==> src/hdl/smat_pkg.sv <==
package smat_pkg;

    localparam int CFG_W     = 4;
    localparam int CFG_IDX_W = 2;
    localparam int IN_IDX_W  = 3;
    localparam int IN_VAL_W  = 16;
    localparam int OUT_IDX_W = 3;
    localparam int VAL_W     = 35;

    localparam logic [2:0] FUNC_WRITE_A   = 3'd0;
    localparam logic [2:0] FUNC_WRITE_B   = 3'd1;
    localparam logic [2:0] FUNC_SUM       = 3'd2;
    localparam logic [2:0] FUNC_PRODUCT   = 3'd3;
    localparam logic [2:0] FUNC_TRANSPOSE = 3'd4;

    localparam logic [CFG_IDX_W-1:0] REG_A_ROWS = 2'd0;
    localparam logic [CFG_IDX_W-1:0] REG_A_COLS = 2'd1;
    localparam logic [CFG_IDX_W-1:0] REG_B_ROWS = 2'd2;
    localparam logic [CFG_IDX_W-1:0] REG_B_COLS = 2'd3;

    typedef enum logic [1:0] {
        OP_SUM,
        OP_PRODUCT,
        OP_TRANSPOSE
    } op_t;

    typedef enum logic [1:0] {
        SEQ_IDLE = 2'b01,
        SEQ_RUN  = 2'b10
    } seq_state_t;

    typedef struct packed {
        logic                 valid;
        op_t                  op;
        logic                 first;
        logic                 last_k;
        logic                 last_elem;
        logic [OUT_IDX_W-1:0] row;
        logic [OUT_IDX_W-1:0] col;
    } issue_t;

endpackage

==> src/hdl/smat_seq.sv <==
module smat_seq
    import smat_pkg::*;
#(
    parameter int MAX_DIM = 8
)
(
    input  logic                          clk,
    input  logic                          rst_n,
    input  logic                          launch,
    input  op_t                           launch_op,
    input  logic [$clog2(MAX_DIM+1)-1:0]  ar,
    input  logic [$clog2(MAX_DIM+1)-1:0]  ac,
    input  logic [$clog2(MAX_DIM+1)-1:0]  bc,
    output issue_t                        issue,
    output logic [2*$clog2(MAX_DIM)-1:0]  a_addr,
    output logic [2*$clog2(MAX_DIM)-1:0]  b_addr
);

    localparam int IDX_W = $clog2(MAX_DIM);
    localparam int DIM_W = $clog2(MAX_DIM + 1);

    seq_state_t       state_reg, state_next;
    op_t              op_reg, op_next;
    logic [IDX_W-1:0] i_reg, i_next;
    logic [IDX_W-1:0] j_reg, j_next;
    logic [IDX_W-1:0] k_reg, k_next;
    logic [IDX_W-1:0] i_last_reg, i_last_next;
    logic [IDX_W-1:0] j_last_reg, j_last_next;
    logic [IDX_W-1:0] k_last_reg, k_last_next;
    logic             i_end, j_end, k_end;

    function automatic logic [IDX_W-1:0] last_of(input logic [DIM_W-1:0] d);
        return IDX_W'(d - DIM_W'(1));
    endfunction

    assign i_end = (i_reg == i_last_reg);
    assign j_end = (j_reg == j_last_reg);
    assign k_end = (k_reg == k_last_reg);

    always_comb
    begin
        state_next  = state_reg;
        op_next     = op_reg;
        i_next      = i_reg;
        j_next      = j_reg;
        k_next      = k_reg;
        i_last_next = i_last_reg;
        j_last_next = j_last_reg;
        k_last_next = k_last_reg;
        case (state_reg)
            SEQ_IDLE:
            begin
                if (launch)
                begin
                    state_next = SEQ_RUN;
                    op_next    = launch_op;
                    i_next     = '0;
                    j_next     = '0;
                    k_next     = '0;
                    case (launch_op)
                        OP_PRODUCT:
                        begin
                            i_last_next = last_of(ar);
                            j_last_next = last_of(bc);
                            k_last_next = last_of(ac);
                        end
                        OP_TRANSPOSE:
                        begin
                            i_last_next = last_of(ac);
                            j_last_next = last_of(ar);
                            k_last_next = '0;
                        end
                        default:
                        begin
                            i_last_next = last_of(ar);
                            j_last_next = last_of(ac);
                            k_last_next = '0;
                        end
                    endcase
                end
            end
            SEQ_RUN:
            begin
                if (k_end)
                begin
                    k_next = '0;
                    if (j_end)
                    begin
                        j_next = '0;
                        if (i_end)
                        begin
                            state_next = SEQ_IDLE;
                        end
                        else
                        begin
                            i_next = i_reg + IDX_W'(1);
                        end
                    end
                    else
                    begin
                        j_next = j_reg + IDX_W'(1);
                    end
                end
                else
                begin
                    k_next = k_reg + IDX_W'(1);
                end
            end
            default:
            begin
                state_next = SEQ_IDLE;
            end
        endcase
    end

    always_ff @(posedge clk or negedge rst_n)
    begin
        if (!rst_n)
        begin
            state_reg <= SEQ_IDLE;
        end
        else
        begin
            state_reg <= state_next;
        end
    end

    always_ff @(posedge clk)
    begin
        op_reg     <= op_next;
        i_reg      <= i_next;
        j_reg      <= j_next;
        k_reg      <= k_next;
        i_last_reg <= i_last_next;
        j_last_reg <= j_last_next;
        k_last_reg <= k_last_next;
    end

    always_comb
    begin
        case (op_reg)
            OP_PRODUCT:
            begin
                a_addr = {i_reg, k_reg};
                b_addr = {k_reg, j_reg};
            end
            OP_TRANSPOSE:
            begin
                a_addr = {j_reg, i_reg};
                b_addr = {j_reg, i_reg};
            end
            default:
            begin
                a_addr = {i_reg, j_reg};
                b_addr = {i_reg, j_reg};
            end
        endcase
    end

    assign issue.valid     = (state_reg == SEQ_RUN);
    assign issue.op        = op_reg;
    assign issue.first     = (k_reg == '0);
    assign issue.last_k    = k_end;
    assign issue.last_elem = i_end && j_end;
    assign issue.row       = OUT_IDX_W'(i_reg);
    assign issue.col       = OUT_IDX_W'(j_reg);

endmodule

==> src/hdl/small_matrix_add_mul_transpose_core.sv <==
// A write transaction gives no result; busy stays low.
// A sum or transpose streams one element per cycle.
// A product accumulates a_cols products per element on the single shared multiplier,
// so it streams its elements more slowly, and busy stays high until the last one is emitted.
// A size mismatch gives its error result in the cycle after start; results cannot be stalled.
// Reset sets all four size registers to one; the matrix memories hold no defined value.
module small_matrix_add_mul_transpose_core
    import smat_pkg::*;
#(
    parameter int MAX_DIM    = 8,
    parameter int ELEM_WIDTH = 16
)
(
    input  logic                        clk,
    input  logic                        rst_n,
    input  logic                        start,
    output logic                        busy,
    input  logic [2:0]                  func,
    input  logic [IN_IDX_W-1:0]         row_index,
    input  logic [IN_IDX_W-1:0]         col_index,
    input  logic signed [IN_VAL_W-1:0]  element_value,
    input  logic                        cfg_write,
    input  logic [CFG_IDX_W-1:0]        cfg_index,
    input  logic [CFG_W-1:0]            cfg_data,
    output logic                        result_valid,
    output logic [OUT_IDX_W-1:0]        out_row,
    output logic [OUT_IDX_W-1:0]        out_col,
    output logic signed [VAL_W-1:0]     out_value,
    output logic                        last_element,
    output logic                        status
);

    localparam int IDX_W  = $clog2(MAX_DIM);
    localparam int DIM_W  = $clog2(MAX_DIM + 1);
    localparam int ADDR_W = 2 * IDX_W;
    localparam int DEPTH  = 2 ** ADDR_W;
    localparam int PW     = 2 * ELEM_WIDTH;
    localparam int XW     = (PW > VAL_W) ? PW : VAL_W;

    logic [CFG_W-1:0] a_rows_reg, a_cols_reg, b_rows_reg, b_cols_reg;
    logic [DIM_W-1:0] ar, ac, br, bc;

    logic             accept;
    logic             is_op;
    logic             mismatch;
    logic             launch;
    op_t              launch_op;
    logic             wr_ok;
    logic             a_we, b_we;
    logic [ADDR_W-1:0] w_addr;
    logic signed [ELEM_WIDTH-1:0] w_data;

    issue_t            issue;
    logic [ADDR_W-1:0] a_addr, b_addr;

    logic signed [ELEM_WIDTH-1:0] mem_a [DEPTH];
    logic signed [ELEM_WIDTH-1:0] mem_b [DEPTH];
    logic signed [ELEM_WIDTH-1:0] a_rd_reg, b_rd_reg;

    issue_t            s1_ctl_reg, s2_ctl_reg;
    logic signed [PW-1:0] prod;
    logic signed [XW-1:0] x_val;
    logic [VAL_W-1:0]  s2_val_reg, s2_val_next;
    logic [VAL_W-1:0]  acc_reg, acc_next;
    logic              emit;

    logic              busy_reg, busy_next;
    logic              result_valid_reg, result_valid_next;
    logic [OUT_IDX_W-1:0] out_row_reg, out_col_reg;
    logic [VAL_W-1:0]  out_value_reg;
    logic              last_element_reg, status_reg;

    function automatic logic [DIM_W-1:0] clamp_dim(input logic [CFG_W-1:0] v);
        if (v == '0)
        begin
            return DIM_W'(1);
        end
        else if (int'(v) > MAX_DIM)
        begin
            return DIM_W'(MAX_DIM);
        end
        else
        begin
            return DIM_W'(v);
        end
    endfunction

    always_ff @(posedge clk or negedge rst_n)
    begin
        if (!rst_n)
        begin
            a_rows_reg <= CFG_W'(1);
            a_cols_reg <= CFG_W'(1);
            b_rows_reg <= CFG_W'(1);
            b_cols_reg <= CFG_W'(1);
        end
        else if (cfg_write)
        begin
            case (cfg_index)
                REG_A_ROWS: a_rows_reg <= cfg_data;
                REG_A_COLS: a_cols_reg <= cfg_data;
                REG_B_ROWS: b_rows_reg <= cfg_data;
                REG_B_COLS: b_cols_reg <= cfg_data;
                default:    ;
            endcase
        end
    end

    assign ar = clamp_dim(a_rows_reg);
    assign ac = clamp_dim(a_cols_reg);
    assign br = clamp_dim(b_rows_reg);
    assign bc = clamp_dim(b_cols_reg);

    assign accept = start && !busy_reg;

    always_comb
    begin
        is_op     = 1'b0;
        mismatch  = 1'b0;
        launch_op = OP_SUM;
        case (func)
            FUNC_SUM:
            begin
                is_op    = 1'b1;
                mismatch = (ar != br) || (ac != bc);
            end
            FUNC_PRODUCT:
            begin
                is_op     = 1'b1;
                launch_op = OP_PRODUCT;
                mismatch  = (br != ac);
            end
            FUNC_TRANSPOSE:
            begin
                is_op     = 1'b1;
                launch_op = OP_TRANSPOSE;
            end
            default:
            begin
                is_op = 1'b0;
            end
        endcase
    end

    assign launch = accept && is_op && !mismatch;

    assign wr_ok  = accept && (int'(row_index) < MAX_DIM) && (int'(col_index) < MAX_DIM);
    assign a_we   = wr_ok && (func == FUNC_WRITE_A);
    assign b_we   = wr_ok && (func == FUNC_WRITE_B);
    assign w_addr = {IDX_W'(row_index), IDX_W'(col_index)};
    assign w_data = ELEM_WIDTH'(element_value);

    smat_seq #(
        .MAX_DIM (MAX_DIM)
    ) u_seq (
        .clk       (clk),
        .rst_n     (rst_n),
        .launch    (launch),
        .launch_op (launch_op),
        .ar        (ar),
        .ac        (ac),
        .bc        (bc),
        .issue     (issue),
        .a_addr    (a_addr),
        .b_addr    (b_addr)
    );

    // Writes are only taken while busy is low, so a write never coincides with an operation's reads.
    always_ff @(posedge clk)
    begin
        if (a_we)
        begin
            mem_a[w_addr] <= w_data;
        end
        a_rd_reg <= mem_a[a_addr];
    end

    always_ff @(posedge clk)
    begin
        if (b_we)
        begin
            mem_b[w_addr] <= w_data;
        end
        b_rd_reg <= mem_b[b_addr];
    end

    assign prod = PW'(a_rd_reg) * PW'(b_rd_reg);

    always_comb
    begin
        case (s1_ctl_reg.op)
            OP_PRODUCT:   x_val = XW'(prod);
            OP_TRANSPOSE: x_val = XW'(a_rd_reg);
            default:      x_val = XW'(a_rd_reg) + XW'(b_rd_reg);
        endcase
        s2_val_next = x_val[VAL_W-1:0];
    end

    assign acc_next = s2_ctl_reg.first ? s2_val_reg : (acc_reg + s2_val_reg);
    assign emit     = s2_ctl_reg.valid && s2_ctl_reg.last_k;

    always_comb
    begin
        busy_next = busy_reg;
        if (launch)
        begin
            busy_next = 1'b1;
        end
        else if (emit && s2_ctl_reg.last_elem)
        begin
            busy_next = 1'b0;
        end
        result_valid_next = emit || (accept && is_op && mismatch);
    end

    always_ff @(posedge clk or negedge rst_n)
    begin
        if (!rst_n)
        begin
            busy_reg         <= 1'b0;
            result_valid_reg <= 1'b0;
            s1_ctl_reg       <= '0;
            s2_ctl_reg       <= '0;
        end
        else
        begin
            busy_reg         <= busy_next;
            result_valid_reg <= result_valid_next;
            s1_ctl_reg       <= issue;
            s2_ctl_reg       <= s1_ctl_reg;
        end
    end

    always_ff @(posedge clk)
    begin
        s2_val_reg <= s2_val_next;
        if (s2_ctl_reg.valid)
        begin
            acc_reg <= acc_next;
        end
        if (emit)
        begin
            out_row_reg      <= s2_ctl_reg.row;
            out_col_reg      <= s2_ctl_reg.col;
            out_value_reg    <= acc_next;
            last_element_reg <= s2_ctl_reg.last_elem;
            status_reg       <= 1'b0;
        end
        else if (accept && is_op && mismatch)
        begin
            out_row_reg      <= '0;
            out_col_reg      <= '0;
            out_value_reg    <= '0;
            last_element_reg <= 1'b1;
            status_reg       <= 1'b1;
        end
    end

    assign busy         = busy_reg;
    assign result_valid = result_valid_reg;
    assign out_row      = out_row_reg;
    assign out_col      = out_col_reg;
    assign out_value    = $signed(out_value_reg);
    assign last_element = last_element_reg;
    assign status       = status_reg;

endmodule

==> config.mk <==
export PLATFORM = sky130hd
export DESIGN_NAME = small_matrix_add_mul_transpose_core
export DESIGN_NICKNAME = d
export VERILOG_FILES = /design/src/hdl/smat_pkg.sv /design/src/hdl/smat_seq.sv /design/src/hdl/small_matrix_add_mul_transpose_core.sv
export SDC_FILE = /design/constraint.sdc
export NUM_CORES = 2
export LEC_CHECK = 0
export ABC_AREA = 1
export BUFFER_PORTS_ARGS = -buffer_cell sky130_fd_sc_hd__buf_2
export CORE_MARGIN = 4
export CORE_UTILIZATION = 50
export CTS_CLUSTER_SIZE = 28
export DETAILED_ROUTE_END_ITERATION = 6
export GPL_TIMING_DRIVEN = 0
export PLACE_DENSITY = 0.65
export SLEW_MARGIN = 20
export SYNTH_ARGS = -nofsm -noshare
export SYNTH_HDL_FRONTEND = slang
export SYNTH_SLANG_ARGS = --single-unit
==> constraint.sdc <==
create_clock -name clk -period 9.1 [get_ports clk]
set_input_delay 2.275 -clock clk [delete_from_list [all_inputs] [get_ports clk]]
set_output_delay 2.275 -clock clk [all_outputs]
set_load 0.05 [all_outputs]
# Yosys cells after proc, flatten, opt, wreduce, memory -nomap -nowiden
# Memories as Yosys holds them, arrays and structs flattened. A register that Yosys moved wholly into a read port is not among the register bits.
# Cells that the tools add are included.
# Widths: inputs -> output; s select.
# totals
regBits	175
ramBits	2048
input_bits	35
output_inout_bits	45
wordCells	153
memories	2
# memory_table
memory	depth	word_bits	rd	rd_ports_with_merged_regs	write_ports	line_no	rtl
mem_a	64	16	1	1	1	small_matrix_add_mul_transpose_core.sv:56	logic signed [ELEM_WIDTH-1:0] mem_a [DEPTH];
mem_b	64	16	1	1	1	small_matrix_add_mul_transpose_core.sv:57	logic signed [ELEM_WIDTH-1:0] mem_b [DEPTH];
# classes
add_sub_neg	8
multipliers	1
n_lt_le_gt_ge	4
n_eq_ne	26
mux	45
n_reduce_logical	33
# op_table
cell	n
$mux 35	3
$pmux 35 s2	1
$add 35x35->35	1
$mux 3	11
$mul 16x16->32	1
$mux 4	8
$pmux 3 s2	4
$pmux 6 s2	2
$add 16x16->17	1
$gt 4x4->1 const B	4
$logic_not 4->1	4
$eq 2x2->1 const B	6
$ne 4x4->1	3
$reduce_and 2->1	6
$eq 2x1->1 const B	5
$add 3x1->3 const B	3
$eq 3x3->1	3
$logic_and 1x1->1	9
$mux 1	9
$sub 3x1->3 const B	3
$mux 2	4
$pmux 2 s2	2
$eq 3x2->1 const B	2
$logic_not 3->1	2
other kinds (13)	20

# Logic depth before layout (Yosys ltp)
# depth
depth_word	10
mapped_depth	29
ltp_nobuf	28

# Modules after synthesis
# Synthesis repeated with hierarchy kept, for this count alone.
# unflattened
cells_unflattened	9047
hier_area_um2	102563.4
# by_module_without_submodules
mod	n_inst	cells_per_inst	area_per_inst_um2
small_matrix_add_mul_transpose_core	1	8880	101109.5
smat_seq	1	167	1453.9

# Worst setup path before layout
# No wires, ideal clock.
# synth_timing
kind	register -> register
start	register a_rd_reg[15] (read register of mem_a)
end	register s2_val_reg[30]
setup_ps	116
arrival_time_ps	5660
slack_ps	3323
path_stages_with_launch	26
n_path_buf	2
period_less_slack_ps	5777
cell_sequence	dfxtp_1 > clkbuf_1 > clkbuf_1 > nand2_1 > inv_1 > fa_1 > fa_1 > fa_1 > fa_1 > fa_1 > inv_1 > fa_1 > inv_1 > ha_1 > nand2_1 > inv_1 > nand2_1 > nor3_1 > and2_1 > nand2_1 > nand2_1 > nand2_1 > nand3_1 > nand2_1 > nand2_1 > nand2_1
# synth_between
elab_chain_cells	2
word_cells_on_any_way	3
classes_between	add/sub (1); mul (1); mux (1)
# synth_lines
element	line_no	rtl
start, declared	small_matrix_add_mul_transpose_core.sv:58	logic signed [ELEM_WIDTH-1:0] a_rd_reg, b_rd_reg;
$mul 16x16->32 / $add 16x16->17 (equally long branches)	small_matrix_add_mul_transpose_core.sv:187, small_matrix_add_mul_transpose_core.sv:194	
$pmux 35 s2 (*)	small_matrix_add_mul_transpose_core.sv:191	case (s1_ctl_reg.op)
named net s2_val_next[30]	small_matrix_add_mul_transpose_core.sv:63	logic [VAL_W-1:0] s2_val_reg, s2_val_next;
end signal, assigned	small_matrix_add_mul_transpose_core.sv:236	s2_val_reg <= s2_val_next;
end, declared	small_matrix_add_mul_transpose_core.sv:63	
# The timed path passes the listed nets; every way through them passes the cells marked *.
# A chain may end at the register's enable or synchronous reset.

# Worst setup path after layout
# layout_timing
start	register a_rd_reg[15] (read register of mem_a)
end	register s2_val_reg[23]
# Same word-level chain as after synthesis.

==> impl_metrics.csv <==
group,metric,value,unit
status,outcome,"finished with violations",
status,violations,"DRC",
sta,whs,0.346,ns
critical_path,critPathArrivalTime,8.25,ns
global_routing,grt_pass1_wl,511,mm
critical_path,end_kind,"register",
critical_path,cpMaxStageDelayCell,"fa_1",
route,routed.top_layer,"met5",
logic_synthesis,synth_edf_count,2145,
layout,nNetsFinal,11100,
logic_synthesis,synthCells,10200,
placement,gp_congestion,0.988,
pwr,combPwrFrac,0.017,
cts,cts.hold.buffers_added,0,
cts,clock-root-buffer,"clkbuf_16",
layout,drive_above_1_share,0.0888,
sta,fmaxAchievable,135,MHz
sta,worstMarginPinSlew,1.19,ns
floorplanning,core,0.214,mm²
route,postRouteAntennaNets,0,
route,dr.first_iter.drc_count,10200,
floorplanning,start_util,0.503,
cts,htree_levels,4,
route,vias,78800,
global_routing,grtUsageTotal,0.315,
route,drc_errors,3,
placement,place_ws,1.87,ns
logic_synthesis,synth-compound-area-share,0.0500,
critical_path,start_kind,"register",
cts,cts-buffers-inserted,226,
pwr,irDropWorstVdd,0.221,mV
logic_synthesis,synthMuxAreaShare,0,
sta,setup_viol,0,
floorplanning,io_pins,80,
route,drt-total-wl,356,mm
cts,cts.sinks,2252,
global_routing,grt_pass1_vias,75200,
logic_synthesis,synth_top_cell_by_area,"edfxtp_1",
logic_synthesis,yosysWarnings,0,
cts,insertion_delay,0.90,ns
logic_synthesis,synth_top_area_frac,0.598,
pwr,pwr-share-seq,0.544,
cts,cts.reportedPaths.clkPinSlew,0.06,ns
logic_synthesis,ys_seq_area_frac,0.620,
floorplanning,fp.dieArea,0.223,mm²
logic_synthesis,avgSynthCellArea,10.5,µm²
logic_synthesis,synth_simple_gate_area_share,0.187,
pwr,internal_power,16500,µW
sta,worst_slack,1.68,ns
min_path,hold_path.class,"register to register",
logic_synthesis,syn_area,0.108,mm²
critical_path,cp_common_cell,"nand2_1",
placement,port_buffers,79,
logic_synthesis,synth_fp_nets,10700,
critical_path,cpPeakStageDelay,1.00,ns
global_routing,antenna_found_initial,13,
logic_synthesis,ys_types,47,
pwr,power_frac_clock,0.439,
sta,max_slew_margin,0.207,
pwr,swShare,0.211,
global_routing,overflow,0,
layout,regArea,0.0668,mm²
sta,min_period,7.42,ns
route,wl_per_cell,26.0,µm
global_routing,grt_max_degree,86,
sta,fin_skew,0.0702,ns
logic_synthesis,synth_adder_area_share,0.0658,
pwr,powerDensity,172,mW/mm²
sta,rsz0062_at_grt,"false",
placement,hpwl,252,mm
critical_path,path_buf_inv,6,
route,first_pass_iters,7,
sta,post-route-period-util,0.815,
logic_synthesis,synth.top_cells.by_area,"edfxtp_1, nand2_1, nand3_1, inv_1, fa_1",
sta,hold_viol_final,0,
logic_synthesis,synth_top_family_by_area,"simple AND/OR/NAND/NOR gates",
cts,cts_resized,0,
floorplanning,rows,170,
logic_synthesis,synth_ff_type,"edfxtp_1",
layout,area_growth,12.6,%
sta,setup_tns,0,ns
logic_synthesis,synthArstFlopShare,0.0187,
critical_path,cp_max_fo,10,
critical_path,cp_top_family,"adder cells",
layout,reg_top3,"mem_a x1024, mem_b x1024",
cts,cts_tree,"yes",
layout,multi_input_area,0.0336,mm²
floorplanning,die_w,472,µm
route,met2WireLength,161,mm
critical_path,worstSetupPathType,"register to register",
layout,n_fill_cell,18300,
logic_synthesis,ys_ff_latch,2252,
logic_synthesis,synth-xor-area-share,0.00309,
route,drt-met1-wl,142,mm
cts,ctsLongestPathBuffers,3,
cts,cts_setup_buffers,0,
pwr,p_leak,0.0493,µW
run,drv_cap,0,
pwr,p_total,20900,µW
critical_path,required,9.93,ns
sta,slew_violations,0,
route,wl_met3,36.3,mm
pwr,switchingPower,4410,µW
route,viasPerCell,5.76,
floorplanning,die_y,472,µm
-- placed cells by master (no fill, tap or decap), drive strengths merged, types with 2 or more instances in the layout --
cell,n
clkbuf,472
dfxtp,65
bufinv,14
nand3b,108
o21a,4
clkinv,114
xnor2,26
o211ai,518
dfrtp,37
and2,2
nand3,1428
xor2,12
clkinvlp,8
dfstp,5
diode,5
inv,1469
o21ai,85
o31ai,4
a22oi,6
edfxtp,2145
o21bai,13
nand4,23
nand2,2832
or2,16
a21oi,153
nor3,31
ha,144
nor2,302
and3,2
fa,264
a21o,4
buf,525
-- area by class of cell --
cell class | instances | share of cell area
diodes | 5 | 0.000103
plain buffers | 544 | 0.0210
clock buffers | 281 | 0.0492
clock inverters | 143 | 0.0105
inverters | 1462 | 0.0452
multi-input cells | 5986 | 0.277
flip-flops and latches | 2252 | 0.550
well taps | 2838 | 0.0293
repair buffers | 172 | 0.0172
-- metrics by stage --
| stage | cell area [µm²] | util | instances |
|---|---|---|---|
| floorplan | 108000 | - | 10200 |
| global placement | 112000 | 0.521 | 13200 |
| finish | 121000 | 0.566 | 13700 |
| global route | 121000 | 0.566 | 13700 |
| detailed placement | 114000 | 0.532 | 13300 |
| CTS | 121000 | 0.566 | 13700 |
-- worst reg2reg max path, stage by stage (launching register included) --
cell	delay [ns]
dfxtp_1	0.42
clkbuf_1	0.61
clkbuf_1	0.48
nand2_1	0.20
inv_1	0.16
fa_1	0.55
fa_1	1.00
fa_1	0.58
fa_1	0.55
fa_1	0.50
inv_1	0.05
fa_1	0.50
inv_1	0.05
ha_1	0.36
nand2_1	0.17
inv_1	0.06
nand2_1	0.06
and2_1	0.13
nand2_1	0.08
a21oi_1	0.11
nand2_1	0.08
nand2_1	0.06
nand2_1	0.04
o21ai_0	0.40
nand2_1	0.09
nand2_1	0.07
-- power by group through the flow --
stage          clock network [µW]  registers, µW  logic, µW
6_report                     9170          11400        361
5_1_grt                      9670          11400        378
4_1_cts                      9220          11400        354
3_5_place_dp                    0          11600        353
3_3_place_gp                    0          11600        306
2_1_floorplan                   0          11600       73.5
-- worst paths after layout --
kind	end	depth (start not counted)	startpoint	slack, ns
worst max-delay path	s2_val_reg[23]	25	a_rd_reg[15]	1.68
worst min-delay path	s2_ctl_reg[7]	0	s1_ctl_reg[7]	0.35
worst max register to register	s2_val_reg[23]	25	a_rd_reg[15]	1.68
worst min register to register	s2_ctl_reg[7]	0	s1_ctl_reg[7]	0.35
max in group asynchronous	s2_ctl_reg[11]	1	rst_n	6.91
min in group asynchronous	result_valid	1	rst_n	1.51
-- Yosys cell counts, types with 12 or more instances --
master    instances
o21bai_1         13
nand4_1          23
nand2_1        2831
xor2_1           12
a21oi_1         152
clkbuf_1        191
ha_1            144
buf_4            39
o21ai_0          80
buf_1            52
nand3_1        1428
buf_2           258
nand3b_1        108
or2_2            16
fa_1            264
o211ai_1        518
edfxtp_1       2145
dfrtp_1          37
inv_1          1456
dfxtp_1          65
xnor2_1          26
nor2_1          301
nor3_1           31
-- cell families (layout without fill, tap and decap cells) --
group | Yosys count | count (layout)
and+or+nand+nor | 4745 | 4745
DFF | 2252 | 2252
buffers and inverters | 2006 | 2602
AOI/OAI and AO/OA | 795 | 795
adders and majority gates | 408 | 408
xor gates and xnor gates | 38 | 38
other | 0 | 5
-- metal layers --
| metal | vias up | GRT usage |
|---|---|---|
| met2 | 4367 | 0.490 |
| li1 | 35200 | - |
| met3 | 750 | 0.0580 |
| met5 | - | 0 |
| met4 | 4 | 0.133 |
| met1 | 38400 | 0.438 |
(Power assumes the default switching activity.)
